File: config.mk
export PLATFORM = sky130hd
export DESIGN_NAME = dmqap_ram
export DESIGN_NICKNAME = d
export VERILOG_FILES = /design/src/sv/dmqap_ram.sv
export SDC_FILE = /design/constraint.sdc
export NUM_CORES = 2
export LEC_CHECK = 0
export BUFFER_PORTS_ARGS = -buffer_cell sky130_fd_sc_hd__buf_2
export CORE_MARGIN = 1
export CORE_UTILIZATION = 45
export DETAILED_ROUTE_END_ITERATION = 6
export SETUP_SLACK_MARGIN = 0.1
export SLEW_MARGIN = 40
export SYNTH_ARGS = -nofsm -noshare
export SYNTH_HDL_FRONTEND = slang
export SYNTH_SLANG_ARGS = --single-unit
File: constraint.sdc
create_clock -name clk_i -period 2.35 [get_ports clk_i]
set_input_delay 0 -clock clk_i [delete_from_list [all_inputs] [get_ports clk_i]]
set_output_delay 0 -clock clk_i [all_outputs]
set_load 0.1 [all_outputs]
File: src/sv/dmqap_ram.sv
// Generic single-port-write, registered-read RAM.
module dmqap_ram #(
  parameter int WIDTH = 8,
  parameter int DEPTH = 512
) (
  input  logic                     clk_i,
  input  logic                     we_i,
  input  logic [$clog2(DEPTH)-1:0] waddr_i,
  input  logic [WIDTH-1:0]         wdata_i,
  input  logic                     re_i,
  input  logic [$clog2(DEPTH)-1:0] raddr_i,
  output logic [WIDTH-1:0]         rdata_o
);

  logic [WIDTH-1:0] mem_q [DEPTH];
  logic [WIDTH-1:0] rdata_q;

  // Write and registered read
  always_ff @(posedge clk_i) begin
    if (we_i) begin
      mem_q[waddr_i] <= wdata_i;
    end
    if (re_i) begin
      rdata_q <= mem_q[raddr_i];
    end
  end

  assign rdata_o = rdata_q;

endmodule

### Word level (Yosys, flattened, before mapping)

Memories as Yosys holds them, arrays and structs flattened. A register that Yosys moved wholly into a read port is not among the register bits.
Cells that the tools add are included.

* logic and storage cells: 3
* input port bits: 29
* flip-flop bits (word level): 0
* memory bits (writable): 4096
* output and inout bits: 8
* memories: 1

* mux-type cells: 2

Memory list
* mem_q: words 512, width 8, read ports 1, clocked after memory_dff 1, wr ports 1, RTL line 15 `logic [WIDTH-1:0] mem_q [DEPTH];`

Operators with widths (number)
* 1-bit two-way mux: 2

### Depth between registers and ports, before layout

* depth in word-level cells: 2
* depth in mapped cells: 12
* depth with buffers taken out: 7

### Least setup slack after synthesis

Ideal clock, no wire load.

* path kind: in2reg
* from: input port raddr_i[0]
* to: register rdata_q[0] (netlist: rdata_o[0]) (read register of mem_q), data pin
* setup slack: 0.239 ns
* arrival: 1.854 ns
* data required time: 2.093 ns
* library setup time: 0.257 ns
* buffers on the path: 4
* cell stages on the path: 10
* path through: buf_4 -> buf_12 -> buf_12 -> buf_2 -> mux4_2 -> o21ai_0 -> nand3_1 -> nand4_1 -> o21ai_0 -> o2111a_1

RTL lines
* from (decl): RTL line 11 `input logic [$clog2(DEPTH)-1:0] raddr_i,`
* to (decl): RTL line 16 `logic [WIDTH-1:0] rdata_q;`

==> results.cfg <==
[floorplan]
initial_core_util_pct = 45.3
die_x_um = 598
die_y_um = 598
dieArea_um2 = 358000
core-area_um2 = 353000
io_pins = 37
rows = 218

[sta]
clock_skew_ns = 0.0968
period_minus_slack_ns = 2.65
maxSlewHeadroom_pct = 40.6
hold_violations = 0
rsz0062_at_grt = true
tns_ns = -0.386
setup_viol = 5
worst_pin_slew_ns = 0.887
hold_slack_ns = 0.0399
report.final.slew_viol_count = 0
fin_crit_sh_pct = 113
timing.fmax_ghz = 0.378
timing.final.ws_setup_ns = -0.297

[logic_synthesis]
yosysSeqAreaShare_pct = 77.0
yosys.area.top_type = edfxtp_1
async_flop_share_pct = 0
syn-num-nets = 8059
synth_edf_count = 4104
syn_area_um2 = 160000
syn_avg_cell_area_um2 = 19.9
syn_inst = 8030
synth_cell_types = 50
ys.flop_type = edfxtp_1
ys_warn_count = 0
synth_top_area_share_pct = 77.0
yosys-top-cells-area = edfxtp_1, mux4_2, mux2i_1
synth_seq_cells = 4104

[flow_run]
drv_cap = 0

[cts]
clk_latency_ns = 1.00
clkTransAtPathRegs_ns = 0.06
tritoncts = done
htree_levels = 5
cts-root-buf = clkbuf_16
clock_sinks = 4104
numCtsBuffers = 408
cts_max_path_buffers = 4

[worst_setup_path]
path_max_fanout = 2
worstPathRequired_ns = 3.16
cp.arrival_ns = 3.46
cp-end-kind = flop
cp_slowest_cell = nor4b_4
r2r_slack_ns = -0.30
worst_r2r_startpoint = mem_q[304][6]
cp-start-kind = flop
rr_worst_depth = 9
critPathKind = flop to flop
max_stage_delay_ns = 0.82
r2r-end = rdata_o[6]
cp_cell_sequence = mux2i_1 -> o221ai_1 -> buf_4 -> a21oi_1 -> o21ai_0 -> buf_4 -> nand2_1 -> nor4b_4 -> o2111a_1
critPathMostFrequentCell = buf_4

[power]
ir_drop_mv = 0.741
pwr-share-clk_pct = 42.3
power_uw = 155000
p_int_uw = 122000
seqPwrFrac_pct = 52.0
combPwrFrac_pct = 5.8
p_sw_share_pct = 21.5
p_sw_uw = 33400
power.density_nw_per_um2 = 809
p_leak_uw = 0.0637

[route]
via_per_inst = 5.92
wl_met3_mm = 35.0
drt_iter0_markers = 10100
ant_nets = 0
drt_first_pass_iters = 6
drc = 0
wl_per_cell_um = 30.2
route.top_layer_used = met5
vias = 86200
wl_mm = 440
wl_met1_mm = 180
dr_wl_met2_mm = 213

[placed_design]
portBuffers = 36
place_congestion = 0.914
place_ws_ns = -1.42
dp_hpwl_mm = 291

[min_path]
hold_depth = 5
hold_class = primary input to flop
min_from = waddr_i[6]
hold_end = mem_q[300][0]

[status]
violations = setup timing
run_status = finished with violations

[cells_and_area]
nFillCells = 26900
drive_gt1_share_pct = 29.9
area_growth_pct = 19.9
layout.nets = 9512

[global_routing]
grt_overflow = 0
grt_pass1_vias = 86200
antenna_found_initial = 15
grt_max_degree = 132
grt_usage_pct = 24.3
grt_pass1_wl_mm = 626
Yosys cell counts, drive strengths merged (2+ instances only):
cell     number
nand4        32
a31oi         2
buf         248
and3b         4
or2           5
o22a          3
mux2i       797
nand3        36
nor2b         6
o41ai         7
nor3b         8
o221ai      372
inv           3
o311ai        6
or3           6
o211ai        2
edfxtp     4104
mux4        654
a21oi       194
o31ai        13
nand2b        4
clkbuf      265
and2         20
and3          4
nor2        597
o21ai       119
a211o         2
nand2       111
a22o          5
a211oi       17
o22ai       163
nor3        109
o2111a        8
a22oi        61
a2111oi       3
nor4         36
flip-flops by register name (all words and copies together) (netlist names):
signal and cells:
mem_q 4096, rdata_o 8
cell usage in the layout, fill, tap and decap left out, types with 99 or more instances in the layout:
cell type and n:
a21oi_1 183, buf_12 203, buf_4 1287, clkbuf_16 411
edfxtp_1 4104, mux2i_1 791, mux4_2 654, nor2_1 565
nor3_1 99, o21ai_0 106, o221ai_1 349, o22ai_1 158
worst max-delay path by stage:
stage	from	slack, ns	cells after the start	to
after floorplan	raddr_i[0]	0.24	10	rdata_o[0]
after global placement	raddr_i[0]	-1.83	12	rdata_o[6]
after detailed placement	raddr_i[1]	-1.42	12	rdata_o[7]
after CTS	mem_q[171][6]	-0.34	9	rdata_o[6]
after global routing	mem_q[171][6]	-0.36	9	rdata_o[6]
final	mem_q[304][6]	-0.30	9	rdata_o[6]
area by class of cell:
type | count | area [um^2] | share of cell area, %
flip-flops and latches | 4104 | 123000 | 64.2
multi-input cells | 3410 | 34900 | 18.2
repair buffers | 1556 | 14300 | 7.47
clock buffers | 489 | 10600 | 5.51
well taps | 4730 | 5920 | 3.08
clock inverters | 262 | 2880 | 1.50
diodes | 8 | 20.0 | 0.0104
inverters | 3 | 18.8 | 0.00978
stage by stage:
stage          instances  instance area (um^2)  util (%)
6_report           14600                192000      54.3
3_5_place_dp       13800                177000      50.2
2_1_floorplan       8030                160000         -
5_1_grt            14600                192000      54.3
4_1_cts            14600                191000      54.2
3_3_place_gp       13800                177000      50.2
per-layer routing:
metal  vias up  GRT usage (%)
met3       618           4.31
met2      3688           39.7
li1      36400              -
met5         -              0
met4         2           6.45
met1     45500           33.8
power by group through the flow:
stage	Clock, uW	Sequential, uW	Combinational, uW
after floorplan	0	82400	3840
after global placement	0	82200	8640
after detailed placement	0	82200	8750
after CTS	66500	80700	8880
after global routing	69100	80600	9300
final	65600	80700	8940
logic make-up after synthesis:
logic type	count (synthesis)	synth area share (%)
multiplexers	1451	14.2
flip-flops	4104	77.0
buffers and inverters	516	1.85
AND/OR/NAND/NOR	980	2.63
AO/OA/AOI/OAI	979	4.31
critical path, delay by kind of cell (launching register included):
kind	cells	cell delay (ns)
buffers and inverters	2	0.33
DFF	1	0.33
AOI/OAI and AO/OA	4	0.75
muxes	1	0.08
and+or+nand+nor	2	0.96
timing repair:
item / in CTS / in global routing
pin swaps: 35 / 37
endpoints found under the setup margin: 9 / 176
resized for setup: 93 / 70
buffers inserted: 3 / 5
hold endpoints to repair: 4301 / 0
hold buffers: 24 / 0
Note: power is estimated with default switching activity, not from simulation.
